==> src/hw/rtl/bvva_pkg.sv <==
// ---------------------------------------------------------------------------
// Bandwidth and voltage vote aggregator package
// Shared widths, codes and types for the vote aggregator block.
// ---------------------------------------------------------------------------
package bvva_pkg;

	localparam int NUM_RES = 32;

	localparam int IDX_W  = 5;
	localparam int BW_W   = 20;
	localparam int VOLT_W = 3;
	localparam int TBW_W  = 25;
	localparam int MASK_W = 32;

	// Partial sums grow by one bit for each doubling of the cell count.
	localparam int SUM_W  = BW_W + $clog2(NUM_RES);
	localparam int WIDE_W = (SUM_W > TBW_W) ? SUM_W : TBW_W;
	// Wide enough to hold both any event index and any cell number.
	localparam int CMP_W  = IDX_W + $clog2(NUM_RES);
	localparam int CNT_W  = $clog2(NUM_RES);

	localparam logic [TBW_W-1:0]  TBW_MAX    = {TBW_W{1'b1}};
	localparam logic [MASK_W-1:0] MASK_RESET = 32'h5555_5555;

	localparam logic ST_OK      = 1'b0;
	localparam logic ST_MISSING = 1'b1;

	typedef enum logic [1:0] {
		RS_RELEASED   = 2'd0,
		RS_REQUESTING = 2'd1,
		RS_GRANTED    = 2'd2,
		RS_RELEASING  = 2'd3
	} bvva_rstate_t;

	typedef enum logic [1:0] {
		FSM_IDLE,
		FSM_RUN,
		FSM_DONE
	} bvva_fsm_t;

	// Running aggregate handed from one cell to the next.
	typedef struct packed {
		logic [SUM_W-1:0]  prod;
		logic [SUM_W-1:0]  cons;
		logic [VOLT_W-1:0] vmax;
	} bvva_part_t;

	// Sequencer outputs toward the datapath.
	typedef struct packed {
		logic in_ready;
		logic finish;
		logic miss;
	} bvva_ctl_t;

endpackage

==> src/hw/rtl/bvva_ctrl.sv <==
// ---------------------------------------------------------------------------
// Event sequencer
// Accepts one event, waits for the cell row to settle unless the resource is missing, then hands off.
// ---------------------------------------------------------------------------
module bvva_ctrl (
	input  logic                clk,
	input  logic                arst_n,
	input  logic                in_valid,
	input  logic                miss_in,
	input  logic                out_free,
	output bvva_pkg::bvva_ctl_t ctl
);

	bvva_pkg::bvva_fsm_t        state_q, state_d;
	logic [bvva_pkg::CNT_W-1:0] cnt_q, cnt_d;
	logic                       miss_q, miss_d;
	logic                       accept;

	always_ff @(posedge clk or negedge arst_n) begin
		if (!arst_n) begin
			state_q <= bvva_pkg::FSM_IDLE;
			cnt_q   <= '0;
			miss_q  <= 1'b0;
		end else begin
			state_q <= state_d;
			cnt_q   <= cnt_d;
			miss_q  <= miss_d;
		end
	end

	always_comb begin
		state_d      = state_q;
		cnt_d        = cnt_q;
		miss_d       = miss_q;
		ctl.in_ready = 1'b0;
		ctl.finish   = 1'b0;
		ctl.miss     = miss_q;
		accept       = 1'b0;
		case (state_q)
			bvva_pkg::FSM_IDLE: begin
				ctl.in_ready = 1'b1;
				accept       = in_valid;
				if (accept) begin
					miss_d  = miss_in;
					cnt_d   = '0;
					// A missing resource changes nothing, so no settling is needed.
					state_d = miss_in ? bvva_pkg::FSM_DONE : bvva_pkg::FSM_RUN;
				end
			end
			bvva_pkg::FSM_RUN: begin
				if (cnt_q == bvva_pkg::CNT_W'(bvva_pkg::NUM_RES - 1)) begin
					state_d = bvva_pkg::FSM_DONE;
				end else begin
					cnt_d = cnt_q + 1'b1;
				end
			end
			bvva_pkg::FSM_DONE: begin
				if (out_free) begin
					ctl.finish = 1'b1;
					state_d    = bvva_pkg::FSM_IDLE;
				end
			end
			default: begin
				state_d = bvva_pkg::FSM_IDLE;
			end
		endcase
	end

endmodule

==> config.mk <==
export PLATFORM = sky130hd
export DESIGN_NAME = bvva_ctrl
export DESIGN_NICKNAME = d
export VERILOG_FILES = /design/src/hw/rtl/bvva_pkg.sv /design/src/hw/rtl/bvva_ctrl.sv
export SDC_FILE = /design/constraint.sdc
export NUM_CORES = 1
export LEC_CHECK = 0
export BUFFER_PORTS_ARGS = -buffer_cell sky130_fd_sc_hd__buf_2
export CORE_AREA = 2 2 39 41
export CTS_CLUSTER_SIZE = 20
export DETAILED_ROUTE_END_ITERATION = 6
export DIE_AREA = 0 0 41 43
export PLACE_DENSITY_LB_ADDON = 0.3
export REMOVE_ABC_BUFFERS = 1
export SYNTH_ARGS = -nofsm -noshare
export SYNTH_HDL_FRONTEND = slang
export SYNTH_SLANG_ARGS = --single-unit
==> constraint.sdc <==
create_clock -name clk -period 2 [get_ports clk]
set_input_delay 0.4 -clock clk [delete_from_list [all_inputs] [get_ports clk]]
set_output_delay 0.4 -clock clk [all_outputs]
set_load 0.05 [all_outputs]
==> results_dict.tcl, run 1 <==
set metrics [dict create \
    status "complete, no violations" \
    drive_gt1_share_pct 36.4 \
    intPower_w 0.000437 \
    maxSlewHeadroom_pct 70.7 \
    ioPinCount 8 \
    path_clk_slew_ns 0.05 \
    clk_latency_ns 0.25 \
    power_w 0.000756 \
    tightestPinTransition_ns 0.439 \
    die_area_um2 1760 \
    worst-path-max-fanout 3 \
    cts_tree "done" \
    power.density_nw_per_um2 1340 \
    num_antenna_cells 0 \
    finalHoldViolCount 0 \
    grt_overflow 0 \
    drv_cap 0 \
    min-delay-start "miss_in" \
    cellLeakagePower_nw 0.296 \
    cp-startpoint "cnt_q[0]" \
    p_seq_share_pct 38.6 \
    die_y_um 43 \
    synth_area_per_cell_um2 10.9 \
    seq_area_frac_synth_pct 41.8 \
    r2r_slack_ns 0.25 \
    grt_max_degree 14 \
    peakVddDrop_uv 736 \
    cp-start-kind "flip-flop" \
    slowest_delay_ns 0.37 \
    worst_setup_path_end_kind "flip-flop" \
    rsz0062_at_grt "no" \
    num_rows 14 \
    cp.arrival_ns 1.89 \
    core_area_um2 1380 \
    hp-class "in2reg" \
    drtIter0Drc 4 \
    grt.total_usage_pct 12.8 \
    r2r_cells 6 \
    via_per_inst 4.85 \
    fin_tns_setup_ns 0 \
    nNetsFinal 64 \
    path_class "reg2reg" \
    cp_cell_sequence "ha_1 -> and3_1 -> ha_1 -> nor2b_1 -> mux2_1 -> a22o_1" \
    cts_root_buffer "clkbuf_4" \
    io_buffers 7 \
    cp.required_ns 2.14 \
    rr_startpoint "cnt_q[0]" \
    worst_path_most_repeated_cell "ha_1" \
    hpwl_um 603 \
    cts_max_level 1 \
    timing.rr.end "cnt_q[2]" \
    vias 344 \
    clkPwrFrac_pct 16.3 \
    finalCritPeriodShare_pct 87.5 \
    wl_per_cell_um 11.8 \
    finClkSkew_ns 0.00321 \
    comb_power_share_pct 45.0 \
    firstDrtPassIters 4 \
    wl_um 840 \
    crit_end "cnt_q[2]" \
    switching_share_pct 42.3 \
    drc_errors 0 \
    routabilityCongestion 0.678 \
    drv_slew 0 \
    finalSetupViolations 0 \
    initial_core_util_pct 34.6 \
    switchingPower_w 0.000320 \
    grt_first_pass_wirelength_um 1460 \
    period_needed_ns 1.75 \
    cts_sinks 8 \
    synth_area_um2 479 \
    antenna_found_initial 0 \
    whs_path_depth 2 \
    grt_pass1_vias 349 \
    post-cts-setup-buffers 0 \
    ys_types 20 \
    worst_path_max_delay_cell "dfrtp_1" \
    cts_inserted_buffers 3 \
    ant_nets 0 \
    clock_path_buffers 2 \
    netlist_instances 44 \
    ys_seq_elements 8 \
    ys_warn_count 0 \
    ctsResizeCount 0 \
    area_growth_pct 17.5 \
    die_width_um 41 \
    fmax_mhz 571 \
]
==> cells by family after synthesis <==
family / synth area share (%)
adders and majority gates: 5.22
muxes: 9.40
AOI/OAI and AO/OA: 15.1
buffers and inverters: 5.48
DFF: 41.8
and+or+nand+nor: 23.0
==> cell usage in the layout, fill, tap and decap left out, drive strengths merged <==
master and n:
nor2b 1, clkbuf 3, a22o 6, nand4b 1
and2b 1, buf 10, nand2 4, ha 2
o21ai 1, or4b 1, nand3 2, and3 1
a21oi 1, o21bai 1, nand3b 1, nor2 6
mux2 4, dfrtp 8, dlygate4sd3 1
==> area by class of cell <==
class	count	area, µm²
Multi-Input combinational cell	33	253
Fill cell	139	821
Sequential cell	8	200
Timing Repair Buffer	11	67.6
Clock buffer	3	22.5
Tap cell	16	20.0
==> critical path: cells and delay by family, from the launching register on <==
family	cells	cell delay [ns]
adders and majority gates	2	0.41
DFF	1	0.37
muxes	1	0.32
and+or+nand+nor	2	0.31
AOI/OAI and AO/OA	1	0.22
==> per-stage QoR <==
step	hold slack [ns]	std cells	setup WS, ns	cell area, µm²	util, %
after floorplan	0.104	41	0.183	453	-
after global placement	0.256	67	0.267	531	38.3
after detailed placement	0.258	67	0.241	531	38.3
after CTS	0.403	71	0.232	563	40.7
after global routing	0.420	71	0.164	563	40.7
final	0.410	71	0.249	563	40.7
==> flip-flops by register name (all words and copies together), names as in the netlist <==
| name | flops |
|---|---|
| miss_q | 1 |
| cnt_q | 5 |
| state_q | 2 |
==> metal layers <==
metal | up-vias | share of wire, % | track usage [%]
li1 | 181 | - | -
met1 | 155 | 49 | 16.9
met2 | 8 | 46 | 16.9
met3 | 0 | 4.6 | 4.71
met4 | 0 | 0 | 8.00
met5 | - | 0 | 0
==> worst min-delay path by stage <==
stage | to
final | miss_q
after global routing | miss_q
after CTS | miss_q
after detailed placement | cnt_q[1]
after global placement | cnt_q[1]
after floorplan | cnt_q[0]
==> power by group through the flow <==
stage | clock, W | sequential, W | combinational, W
after global placement | 0 | 0.000296 | 0.000338
final | 0.000123 | 0.000292 | 0.000341
after global routing | 0.000139 | 0.000307 | 0.000365
after CTS | 0.000131 | 0.000292 | 0.000343
after floorplan | 0 | 0.000329 | 0.000210
after detailed placement | 0 | 0.000294 | 0.000341
==> synth_stat cells <==
master,instances,area [µm²]
and3_1,1,6.26
and2b_2,1,8.76
a22o_2,2,20.0
dfrtp_1,8,200
nand2_1,4,15.0
ha_1,2,25.0
nor2_1,6,22.5
nand3_1,2,10.0
nor2b_1,1,6.26
a21oi_1,1,5.00
or4b_1,1,10.0
nand3b_1,1,7.51
nand4b_4,1,23.8
o21ai_0,1,5.00
a22o_1,4,35.0
mux2_2,3,33.8
buf_4,2,15.0
buf_6,1,11.3
o21bai_1,1,7.51
mux2_1,1,11.3
==> what timing repair did <==
item                       CTS  global route
hold endpoints to repair     8             0
hold buffers                 1             0
setup endpoints to repair    0             0
(Power assumes the default switching activity.)
==> inputs of run 2 (changes only) <==
--- a/config.mk
+++ b/config.mk
@@ -10,7 +10,7 @@
 export CTS_CLUSTER_SIZE = 20
 export DETAILED_ROUTE_END_ITERATION = 6
 export DIE_AREA = 0 0 41 43
-export PLACE_DENSITY_LB_ADDON = 0.3
+export PLACE_DENSITY = 0.62
 export REMOVE_ABC_BUFFERS = 1
 export SYNTH_ARGS = -nofsm -noshare
 export SYNTH_HDL_FRONTEND = slang
==> run 2 against run 1 <==
- setup slack worse by 0.014 ns
- clock power about the same
- count of clock-buffer cells in the layout unchanged
- cell count unchanged
- flip-flop and latch count unchanged
- register-to-register slack about the same
- global-route usage up 0.64 points
- critical path type unchanged
==> results_dict.tcl, run 2 (synthesized netlist as in run 1, its figures left out) <==
set metrics [dict create \
    area_growth_pct 17.5 \
    placed_area_um2 531 \
    die_area_um2 1760 \
    num_rows 14 \
    grt_overflow 0 \
    peakVddDrop_uv 612 \
    comb_power_share_pct 45.0 \
    routabilityCongestion 0.676 \
    ioPinCount 8 \
    postLayoutCellArea_um2 563 \
    drtIter0Drc 7 \
    cp.arrival_ns 1.90 \
    largest_register_ffs 5 \
    intPower_w 0.000437 \
    layout_common_cells "dfrtp_1, buf_2, nor2_1, nand2_1, a22o_1" \
    finalCritPeriodShare_pct 88.2 \
    clk_latency_ns 0.25 \
    power_w 0.000759 \
    slowest_delay_ns 0.38 \
    num_antenna_cells 0 \
    wl_per_cell_um 12.5 \
    cp.required_ns 2.14 \
    vias 364 \
    clkPwrFrac_pct 15.8 \
    grt_first_pass_wirelength_um 1550 \
    post-cts-setup-buffers 0 \
    hpwl_um 698 \
    initial_core_util_pct 34.6 \
    hp-class "in2reg" \
    grt_pass1_vias 352 \
    grt.total_usage_pct 13.4 \
    tightestPinTransition_ns 0.405 \
    drc_errors 0 \
    layout_commonest_cell "dfrtp_1" \
    period_needed_ns 1.76 \
    p_seq_share_pct 39.1 \
    status "complete, no violations" \
    clock_path_buffers 2 \
    cp_cell_sequence "ha_1 -> and3_1 -> ha_1 -> nor2b_1 -> mux2_1 -> a22o_1" \
    drv_cap 0 \
    fmax_mhz 567 \
    largest-register "cnt_q" \
    path_class "reg2reg" \
    drv_slew 0 \
    finClkSkew_ns 0.00424 \
    cp-start-kind "flip-flop" \
    io_buffers 7 \
    layout.cells.non_filler 71 \
    fin_ws_ns 0.235 \
    finalHoldViolCount 0 \
    via_per_inst 5.13 \
    post-place-ws_ns 0.236 \
    switching_share_pct 42.4 \
    worst_setup_path_end_kind "flip-flop" \
    cts_sinks 8 \
    cts_inserted_buffers 3 \
    cts_tree "done" \
    nNetsFinal 64 \
    path_clk_slew_ns 0.06 \
    maxSlewHeadroom_pct 72.9 \
    worst-path-max-fanout 3 \
    fill_cells 143 \
    power.density_nw_per_um2 1350 \
    rsz0062_at_grt "no" \
    die_y_um 43 \
    r2r_slack_ns 0.24 \
    switchingPower_w 0.000322 \
    cts_root_buffer "clkbuf_4" \
    top_regs "cnt_q: 5 flops, state_q: 2 flops, miss_q: 1 flops" \
    firstDrtPassIters 3 \
    wl_um 886 \
    fin_tns_setup_ns 0 \
    finalSetupViolations 0 \
    cellLeakagePower_nw 0.296 \
    ant_nets 0 \
    drive_gt1_share_pct 36.4 \
    grt_max_degree 14 \
    cts_max_level 1 \
    dp.cells 67 \
    antenna_found_initial 0 \
    core_area_um2 1380 \
    die_width_um 41 \
    worst_path_most_repeated_cell "ha_1" \
    worst_path_max_delay_cell "dfrtp_1" \
]
run 2: cell counts in the layout (fill, tap and decap cells not counted):
No cell type changed its count.
run 2: final cells by class:
class                   instances  area (µm²)  share of cell area [%]
repair buffers                 11        67.6                    12.0
clock buffers                   3        22.5                    4.00
multi-input cells              33         253                    44.9
well taps                      16        20.0                    3.56
flip-flops and latches          8         200                    35.6
run 2: what timing repair did:
item,CTS,global route
hold endpoints to repair,8,0
hold buffers,1,0
gates resized for setup,0,0
run 2: worst paths after layout:
check / from / end / depth (start not counted)
setup reg to reg: cnt_q[0] / cnt_q[2] / 6
hold reg to reg: miss_q / miss_q / 1
setup / recovery: cnt_q[0] / cnt_q[2] / 6
hold / removal: miss_in / miss_q / 2
max in group asynchronous: arst_n / cnt_q[4] / 2
min in group asynchronous: arst_n / cnt_q[2] / 2
run 2: power groups by stage:
stage               combinational (W)  sequential, W  clock, W
global placement             0.000336       0.000295         0
global route                 0.000376       0.000310  0.000137
CTS                          0.000346       0.000298  0.000123
floorplan                    0.000210       0.000329         0
finish                       0.000342       0.000297  0.000120
detailed placement           0.000345       0.000301         0
run 2: per-stage QoR:
stage	hold slack [ns]	utilization (%)
2_1_floorplan	0.104	-
3_3_place_gp	0.258	38.3
3_5_place_dp	0.255	38.3
4_1_cts	0.420	40.7
5_1_grt	0.430	40.7
6_report	0.424	40.7
run 2: worst max-delay path, delay by kind of cell, from the launching register on:
family | cells | cell delay [ns]
AO/OA/AOI/OAI | 1 | 0.22
AND/OR/NAND/NOR | 2 | 0.31
adder cells (fa/ha/maj) | 2 | 0.41
flip-flops | 1 | 0.38
multiplexers | 1 | 0.32
run 2: routing by layer:
layer | wire length, µm | vias up | global-route usage, %
met2 | 420 | 6 | 18.1
met1 | 438 | 175 | 19.7
met5 | 0 | - | 0
met4 | 0 | 0 | 4.00
met3 | 27 | 0 | 4.71
li1 | - | 183 | -
