--- src/hw/rtl/bvva_pkg.sv ---
// ---------------------------------------------------------------------------
// Bandwidth and voltage vote aggregator package
// Shared widths, codes and types for the vote aggregator block.
// ---------------------------------------------------------------------------
package bvva_pkg;

	localparam int NUM_RES = 32;

	localparam int IDX_W  = 5;
	localparam int BW_W   = 20;
	localparam int VOLT_W = 3;
	localparam int TBW_W  = 25;
	localparam int MASK_W = 32;

	// Partial sums grow by one bit for each doubling of the cell count.
	localparam int SUM_W  = BW_W + $clog2(NUM_RES);
	localparam int WIDE_W = (SUM_W > TBW_W) ? SUM_W : TBW_W;
	// Wide enough to hold both any event index and any cell number.
	localparam int CMP_W  = IDX_W + $clog2(NUM_RES);
	localparam int CNT_W  = $clog2(NUM_RES);

	localparam logic [TBW_W-1:0]  TBW_MAX    = {TBW_W{1'b1}};
	localparam logic [MASK_W-1:0] MASK_RESET = 32'h5555_5555;

	localparam logic ST_OK      = 1'b0;
	localparam logic ST_MISSING = 1'b1;

	typedef enum logic [1:0] {
		RS_RELEASED   = 2'd0,
		RS_REQUESTING = 2'd1,
		RS_GRANTED    = 2'd2,
		RS_RELEASING  = 2'd3
	} bvva_rstate_t;

	typedef enum logic [1:0] {
		FSM_IDLE,
		FSM_RUN,
		FSM_DONE
	} bvva_fsm_t;

	// Running aggregate handed from one cell to the next.
	typedef struct packed {
		logic [SUM_W-1:0]  prod;
		logic [SUM_W-1:0]  cons;
		logic [VOLT_W-1:0] vmax;
	} bvva_part_t;

	// Sequencer outputs toward the datapath.
	typedef struct packed {
		logic in_ready;
		logic finish;
		logic miss;
	} bvva_ctl_t;

endpackage

--- src/hw/rtl/bvva_cell.sv ---
// ---------------------------------------------------------------------------
// Vote cell
// Holds one resource's votes and adds them into the running aggregate.
// ---------------------------------------------------------------------------
module bvva_cell (
	input  logic                        clk,
	input  logic                        arst_n,
	input  logic                        wr_en,
	input  logic [bvva_pkg::BW_W-1:0]   wr_bw,
	input  logic [bvva_pkg::VOLT_W-1:0] wr_volt,
	input  logic                        is_prod,
	input  bvva_pkg::bvva_part_t        part_in,
	output bvva_pkg::bvva_part_t        part_out
);

	logic [bvva_pkg::BW_W-1:0]   bw_q;
	logic [bvva_pkg::VOLT_W-1:0] volt_q;
	bvva_pkg::bvva_part_t        part_q;
	bvva_pkg::bvva_part_t        part_d;
	logic [bvva_pkg::SUM_W-1:0]  bw_ext;

	always_ff @(posedge clk or negedge arst_n) begin
		if (!arst_n) begin
			bw_q   <= '0;
			volt_q <= '0;
		end else if (wr_en) begin
			bw_q   <= wr_bw;
			volt_q <= wr_volt;
		end
	end

	always_comb begin
		bw_ext      = bvva_pkg::SUM_W'(bw_q);
		part_d.prod = is_prod ? part_in.prod + bw_ext : part_in.prod;
		part_d.cons = is_prod ? part_in.cons : part_in.cons + bw_ext;
		part_d.vmax = (volt_q > part_in.vmax) ? volt_q : part_in.vmax;
	end

	always_ff @(posedge clk or negedge arst_n) begin
		if (!arst_n) begin
			part_q <= '0;
		end else begin
			part_q <= part_d;
		end
	end

	assign part_out = part_q;

endmodule

--- config.mk ---
export PLATFORM = sky130hd
export DESIGN_NAME = bvva_cell
export DESIGN_NICKNAME = d
export VERILOG_FILES = /design/src/hw/rtl/bvva_pkg.sv /design/src/hw/rtl/bvva_cell.sv
export SDC_FILE = /design/constraint.sdc
export NUM_CORES = 1
export LEC_CHECK = 0
export BUFFER_PORTS_ARGS = -buffer_cell sky130_fd_sc_hd__buf_2
export CORE_ASPECT_RATIO = 0.75
export CORE_MARGIN = 4
export CORE_UTILIZATION = 54
export CTS_CLUSTER_SIZE = 10
export DETAILED_ROUTE_END_ITERATION = 10
export PLACE_DENSITY = 0.82
export SYNTH_ARGS = -nofsm -noshare
export SYNTH_HDL_FRONTEND = slang
export SYNTH_SLANG_ARGS = --single-unit
--- constraint.sdc ---
create_clock -name clk -period 2.7 [get_ports clk]
set_clock_uncertainty 0.1 [all_clocks]
set_input_delay 0.135 -clock clk [delete_from_list [all_inputs] [get_ports clk]]
set_output_delay 0.135 -clock clk [all_outputs]
set_load 0.01 [all_outputs]
==> summary.txt, run 1 <==
Timing
  – Worst Max-Slew Pin Slew: ~0.99 ns
  – Min Tclk post-route: ~2.6 ns
  – Final worst setup slack: ~0.078 ns
  – # setup viols final: 0
  – Hold slack final: 0.0329 ns
  – Slew HR: about a third
  – Final period util: a little over nine tenths
  – Endpoints failing hold: 0
  – Max Fclk: between 300 and 400 MHz
  – Fin. max-slew vios: 0

Pwr
  – Int Pwr: about 0.0028 W
  – Power Dens Cells: 600 nW/um2
  – Net Switching: about 0.0013 W
  – Seq pwr share: roughly a third
  – Power share of the clock group: between 30 and 40%
  – P_leak: about 3.3 nW
  – Max IR drop VDD: roughly 0.00044 V
  – Sw Ratio: between 30% and 40%
  – Combinational share of power: about a third

Synth
  – Synth Warn #: 0
  – Number of synthesized flops with an enable pin: 0
  – Syn Inst Count: 502
  – Ranking of synthesized cells by area: dfrtp_1 (38%), ha_1 (11%), mux2_2 (9.0%), a21oi_1 (4.2%), o21ai_0 (3.8%)
  – Register area share after synthesis: 38.2%
  – Mapped Area: 4980 um2
  – #FFs+latches synth: 76
  – Count of different cell masters after synthesis: 62
  – Syn nets: ~630
  – Post-synth top flop: dfrtp_1
  – FFs w/ async S/R, synth: 100%
  – Share of the synthesized area in the top cell type: a little under two fifths
  – Yosys top cell by area: dfrtp_1
  – Mean post-synth cell area: approximately 10 um2

Routing
  – Remaining DRCs: 0
  – 1st-iter DRT viols: roughly 240
  – Total wire length: 14900 um
  – Post-DRT Antenna Nets: 0
  – Via/cell ratio: 5.74
  – Via Count: roughly 4.8k
  – Per-cell routed wire length: approximately 18 um
  – DRT Pass-1 Iters: 5

CTS
  – CTS Sinks: 76
  – Longest Clk Path Bufs: 2
  – H-tree depth: 3
  – Post-CTS setup buffer count: 0
  – Clock Latency Late Sink: around 0.34 ns
  – TritonCTS clock tree: done
  – Cts bufs inserted: 9
  – Clock transition at path regs: approximately 0.06 ns
  – Clock root buffer: clkbuf_16

Finish
  – Final Non-Filler Cells: around 830
  – Layout Area Growth over Synthesis: 37.1%
  – Most frequent cells in the layout: buf_2 (131), dfrtp_1 (75), dlygate4sd3_1 (75)
  – Nets: 834
  – Most common cell after layout, fill and taps aside: buf_2
  – Layout cells sized above 1: between 20% and 30%
  – Final core utilization: 75.8%
  – Finished Cell Area: just under 7000 um2

Floorplan
  – DIE HEIGHT: between 90 and 100 um
  – Boundary Pins: about 130
  – Die area: 10800 um2
  – Initial Util: about 55%
  – Core Box Area: 9010 um2
  – Die X: between 100 and 150 um
  – Standard-cell rows: 30

Global route
  – Initial antenna violation count: 3
  – Largest net degree at the start of global routing: 77
  – Global route overflow: 0
  – Tot GR Track Use: around 28%
  – Vias in the first global route: about 4.8k
  – First-pass GRT wire length: approximately 24000 um

Place
  – DP Area: about 5700 um2
  – Placed Cells: ~740
  – Pre-CTS setup slack: roughly 0.15 ns
  – GPL Wtd Cong: about 0.9
  – Port buffer count: about 130
  – Post-DP HPWL: slightly below 10000 um

Worst setup path
  – CP Data Required Time: about 2.8 ns
  – Critical path class: primary input to flop
  – Crit-path cells: dlygate4sd3_1 -> buf_2 -> ha_1 -> fa_2 -> a21o_1 -> nand3_2 -> a31oi_4 -> o22a_2 -> a221oi_2 -> xnor2_1 -> mux2_2
  – CP startpoint kind: primary input
  – CP endpoint kind: flop
  – Slowest-stage cell, CP: dlygate4sd3_1
  – Critical Path AT: 2.75 ns
  – Max FO, Critical Path: 4
  – Critical path's largest stage delay: about 0.54 ns

Min path
  – Worst hold path class: primary input to flop

Status
  – Status: complete, no violations

Flow run
  – Max-cap violations: 0
-- Yosys cell counts, types with 3 or more instances --
cell type and count:
mux2_2 40, nand2_1 48, a211oi_1 7, xnor2_1 17, o21ai_0 38, o21ai_1 5
o21bai_1 4, clkbuf_1 9, nand4_1 3, xor2_1 21, nor3_1 5, dfrtp_1 76
and3_1 9, a31oi_1 7, inv_1 14, o31ai_1 3, a21oi_1 42, nand3_1 18
ha_1 43, nor2_1 18, nor2b_1 6, a21o_1 18
-- through the flow --
step | setup TNS, ns | power, W
after CTS | 0 | 0.00407
final | 0 | 0.00409
after floorplan | 0 | 0.00223
after global routing | -0.00218 | 0.00431
after global placement | 0 | 0.00262
after detailed placement | 0 | 0.00265
-- path summary, 6_finish.rpt --
check / start / endpoint / slack (ns) / cells past startpoint
max in group asynchronous: arst_n / bw_q[1] / 1.40 / 2
worst max register to register: bw_q[0] / part_out[11] / 0.12 / 9
worst min-delay path: part_in[24] / part_out[24] / 0.03 / 2
worst min register to register: volt_q[1] / part_out[1] / 0.43 / 2
worst max-delay path: part_in[28] / part_out[44] / 0.08 / 11
min in group asynchronous: arst_n / part_out[38] / 0.40 / 2
-- power by group through the flow --
stage	logic (W)	registers (W)	clock network (W)
2_1_floorplan	0.000776	0.00146	0
3_3_place_gp	0.00123	0.00140	0
3_5_place_dp	0.00125	0.00140	0
4_1_cts	0.00135	0.00138	0.00134
5_1_grt	0.00152	0.00140	0.00139
6_report	0.00138	0.00139	0.00132
-- registers in the layout, summed over array words and instances, names as in the netlist --
register,cells
volt_q,3
part_out,53
bw_q,20
-- per-layer routing --
metal  global-route usage (%)  wire length (um)  vias up
met1                     36.7              6550     2240
met2                     45.1              6900      217
met3                     6.04               951       47
li1                         -                 -     2251
met4                     9.16               479        0
met5                        0                 0        -
-- logic make-up after synthesis --
kind of cell               Yosys count  share of synthesized area, %
DFF                                 76                          38.2
and+or+nand+nor                    122                          11.8
adders and majority gates           45                          11.6
AOI/OAI and AO/OA                  150                          19.6
buffers and inverters               29                          2.61
muxes                               42                          9.45
xor gates and xnor gates            38                          6.69
-- layout make-up --
type	count	area (um2)
Antenna cell	3	7.51
Inverter	14	52.6
Fill cell	641	2180
Tap cell	112	140
Clock buffer	9	225
Timing Repair Buffer	211	1440
Clock inverter	7	97.6
Sequential cell	76	1900
Multi-Input combinational cell	397	2960
-- worst max-delay path, delay by kind of cell --
| kind | cells | cell delay, ns |
|---|---|---|
| AO/OA/AOI/OAI | 4 | 0.84 |
| adder cells (fa/ha/maj) | 2 | 0.59 |
| buffers and inverters | 2 | 0.68 |
| multiplexers | 1 | 0.27 |
| AND/OR/NAND/NOR | 1 | 0.11 |
| XOR/XNOR | 1 | 0.13 |
-- timing repair --
item                                   in CTS  in global routing
resized for setup                           0                  5
setup endpoints to repair                   0                 11
endpoints found under the hold margin     150                  0
hold buffers                               75                  0
(Power assumes the default switching activity.)
==> inputs of run 2 (changes only) <==
--- a/config.mk
+++ b/config.mk
@@ -6,12 +6,12 @@
 export NUM_CORES = 1
 export LEC_CHECK = 0
 export BUFFER_PORTS_ARGS = -buffer_cell sky130_fd_sc_hd__buf_2
-export CORE_ASPECT_RATIO = 0.75
+export CORE_ASPECT_RATIO = 0.9
 export CORE_MARGIN = 4
 export CORE_UTILIZATION = 54
 export CTS_CLUSTER_SIZE = 10
 export DETAILED_ROUTE_END_ITERATION = 10
-export PLACE_DENSITY = 0.82
+export PLACE_DENSITY = 0.88
 export SYNTH_ARGS = -nofsm -noshare
 export SYNTH_HDL_FRONTEND = slang
 export SYNTH_SLANG_ARGS = --single-unit
==> run 2 against run 1 <==
- via count down 0.48%
- global-route usage up 0.16 points
- fmax up 1.1%
- register-to-register slack better by 0.02 ns
- non-clock buffer count unchanged
- sequential power about the same
- largest cell class unchanged
- critical path depth down 2
==> summary.txt, run 2 (synthesized netlist as in run 1, its figures left out) <==
Status
  – Status: complete, no violations

Floorplan
  – Die X: 109 um (-8.1%)
  – Initial Util: 56.8% (+1.5 points)
  – Core Box Area: 8770 um2 (-2.7%)
  – Standard-cell rows: 32 (+6.7%)
  – Die area: 10800 um2 (-0.13%)
  – Boundary Pins: 133 (unchanged)
  – DIE HEIGHT: 99.1 um (+8.7%)

Pwr
  – Final Power: 0.00369 W (-9.9%)
  – P_leak: 3.21 nW (-1.5%)
  – Max IR drop VDD: 0.000389 V (-11%)
  – Power Dens Cells: 550 nW/um2 (-8.3%)

Place
  – Placed Cells: 742 (+0.95%)
  – Post-DP HPWL: 9830 um (-0.56%)
  – DP Area: 5740 um2 (+0.15%)
  – Port buffer count: 132 (unchanged)
  – GPL Wtd Cong: 0.936 (+2.9%)

Routing
  – Via/cell ratio: 5.69 (-0.84%)
  – Remaining DRCs: 0 (unchanged)
  – DRT Pass-1 Iters: 4 (-1)
  – Post-DRT Antenna Nets: 0 (unchanged)
  – Via Count: 4732 (-0.48%)
  – 1st-iter DRT viols: 212 (-13%)
  – Per-cell routed wire length: 17.5 um (-2.2%)
  – Total wire length: 14600 um (-1.8%)

Timing
  – # setup viols final: 0 (unchanged)
  – Fin. max-slew vios: 0 (unchanged)
  – Max Fclk: 386 MHz (+1.1%)
  – Worst Max-Slew Pin Slew: 0.955 ns (-0.0314 ns)
  – Slew HR: 36.3% (+2.1 points)
  – Setup_tns: 0 ns (unchanged)
  – Final period util: 96.0% (-1.1 points)
  – Endpoints failing hold: 0 (unchanged)
  – RSZ-0062 raised after global routing: false
  – Min Tclk post-route: 2.59 ns (-0.0287 ns)

Global route
  – Largest net degree at the start of global routing: 77 (unchanged)
  – First-pass GRT wire length: 23900 um (-0.37%)
  – Initial antenna violation count: 0 (-3)
  – Tot GR Track Use: 27.8% (+0.16 points)
  – Vias in the first global route: 4971 (+4.7%)
  – Global route overflow: 0 (unchanged)

Finish
  – Layout cells sized above 1: 29.3% (-0.38 points)
  – Final Non-Filler Cells: 832 (+0.36%)
  – Most common cell after layout, fill and taps aside: buf_2
  – Finished Cell Area: 6710 um2 (-1.7%)
  – Layout Area Growth over Synthesis: 34.7%
  – Most frequent cells in the layout: buf_2 (131), dfrtp_1 (76), dlygate4sd3_1 (75)
  – # diodes: 0 (-3)
  – Largest register FFs: 53 (unchanged)
  – Nets: 834 (unchanged)

Worst setup path
  – Critical path class: primary input to flop
  – CP startpoint kind: primary input
  – Critical Path AT: 2.73 ns (-0.02 ns)
  – Reg-to-Reg End: part_out[11]
  – CP endpoint kind: flop
  – CP Data Required Time: 2.84 ns (+0.02 ns)
  – CP Capture Point: part_out[45]
  – R2R Setup Slk: 0.14 ns (+0.02 ns)
  – CP startpoint: part_in[32]
  – Worst-case reg-to-reg path depth: 9 (unchanged)
  – Reg-to-Reg Start: bw_q[0]
  – Max FO, Critical Path: 5 (+1)

CTS
  – CTS Sinks: 76 (unchanged)
  – Clock root buffer: clkbuf_8
  – TritonCTS clock tree: done
  – Clock transition at path regs: 0.08 ns (+0.02 ns)
  – Longest Clk Path Bufs: 2 (unchanged)
  – Clock Latency Late Sink: 0.35 ns (about the same)
  – Cts bufs inserted: 9 (unchanged)
  – H-tree depth: 3 (unchanged)

Min path
  – Worst hold stages: 3 (+1)
  – Worst hold path class: primary input to flop

Flow run
  – Max-cap violations: 0 (unchanged)
==> run 2: timing repair <==
item                       CTS  global route
setup endpoints to repair    0             4
hold buffers                74             1
hold endpoints to repair   149             1
resized for setup            0             4
buffers inserted             0             0
==> run 2: cell type report <==
class / count / area [um2]
Sequential cell: 76 / 1900
Clock inverter: 5 / 77.6
Clock buffer: 10 / 128
Inverter: 14 / 52.6
Fill cell: 591 / 2060
Multi-Input combinational cell: 397 / 2960
Tap cell: 119 / 149
Timing Repair Buffer: 211 / 1440
==> run 2: critical path: stages <==
cell	delay (ns)
dlygate4sd3_1	0.55
buf_2	0.14
ha_1	0.40
a21oi_4	0.23
a31oi_1	0.18
o211a_1	0.31
o31ai_1	0.39
nand3_1	0.15
a31o_2	0.25
==> run 2: per-stage QoR <==
stage	hold WS, ns	setup WS [ns]	utilization (%)
finish	0.0429	0.107	76.5
global route	0.0235	0.00222	76.5
CTS	0.0109	0.126	76.3
detailed placement	0.229	0.183	65.5
global placement	0.222	0.257	65.5
floorplan	-0.261	0.302	-
==> run 2: layer usage <==
| metal | up-vias | part of all wire (%) | global-route usage [%] |
|---|---|---|---|
| met5 | - | 0 | 0 |
| met2 | 199 | 50 | 50.2 |
| li1 | 2252 | - | - |
| met3 | 42 | 7.2 | 6.42 |
| met4 | 0 | 2.5 | 8.44 |
| met1 | 2239 | 40 | 32.6 |
==> run 2: report_power, final <==
part           switching (W)  internal (W)  total (W)
Sequential         0.0000735       0.00130    0.00138
Combinational       0.000736      0.000637    0.00137
Clock               0.000429      0.000513   0.000942
Total                0.00124       0.00245    0.00369
==> run 2: how the worst min path moves through the flow <==
| stage | endpoint | slack (ns) | startpoint |
|---|---|---|---|
| after floorplan | bw_q[0] | -0.26 | arst_n |
| after global placement | part_out[23] | 0.22 | arst_n |
| after detailed placement | part_out[27] | 0.23 | part_in[27] |
| after CTS | part_out[36] | 0.01 | part_in[36] |
| after global routing | part_out[24] | 0.02 | part_in[24] |
| final | part_out[45] | 0.04 | part_in[45] |
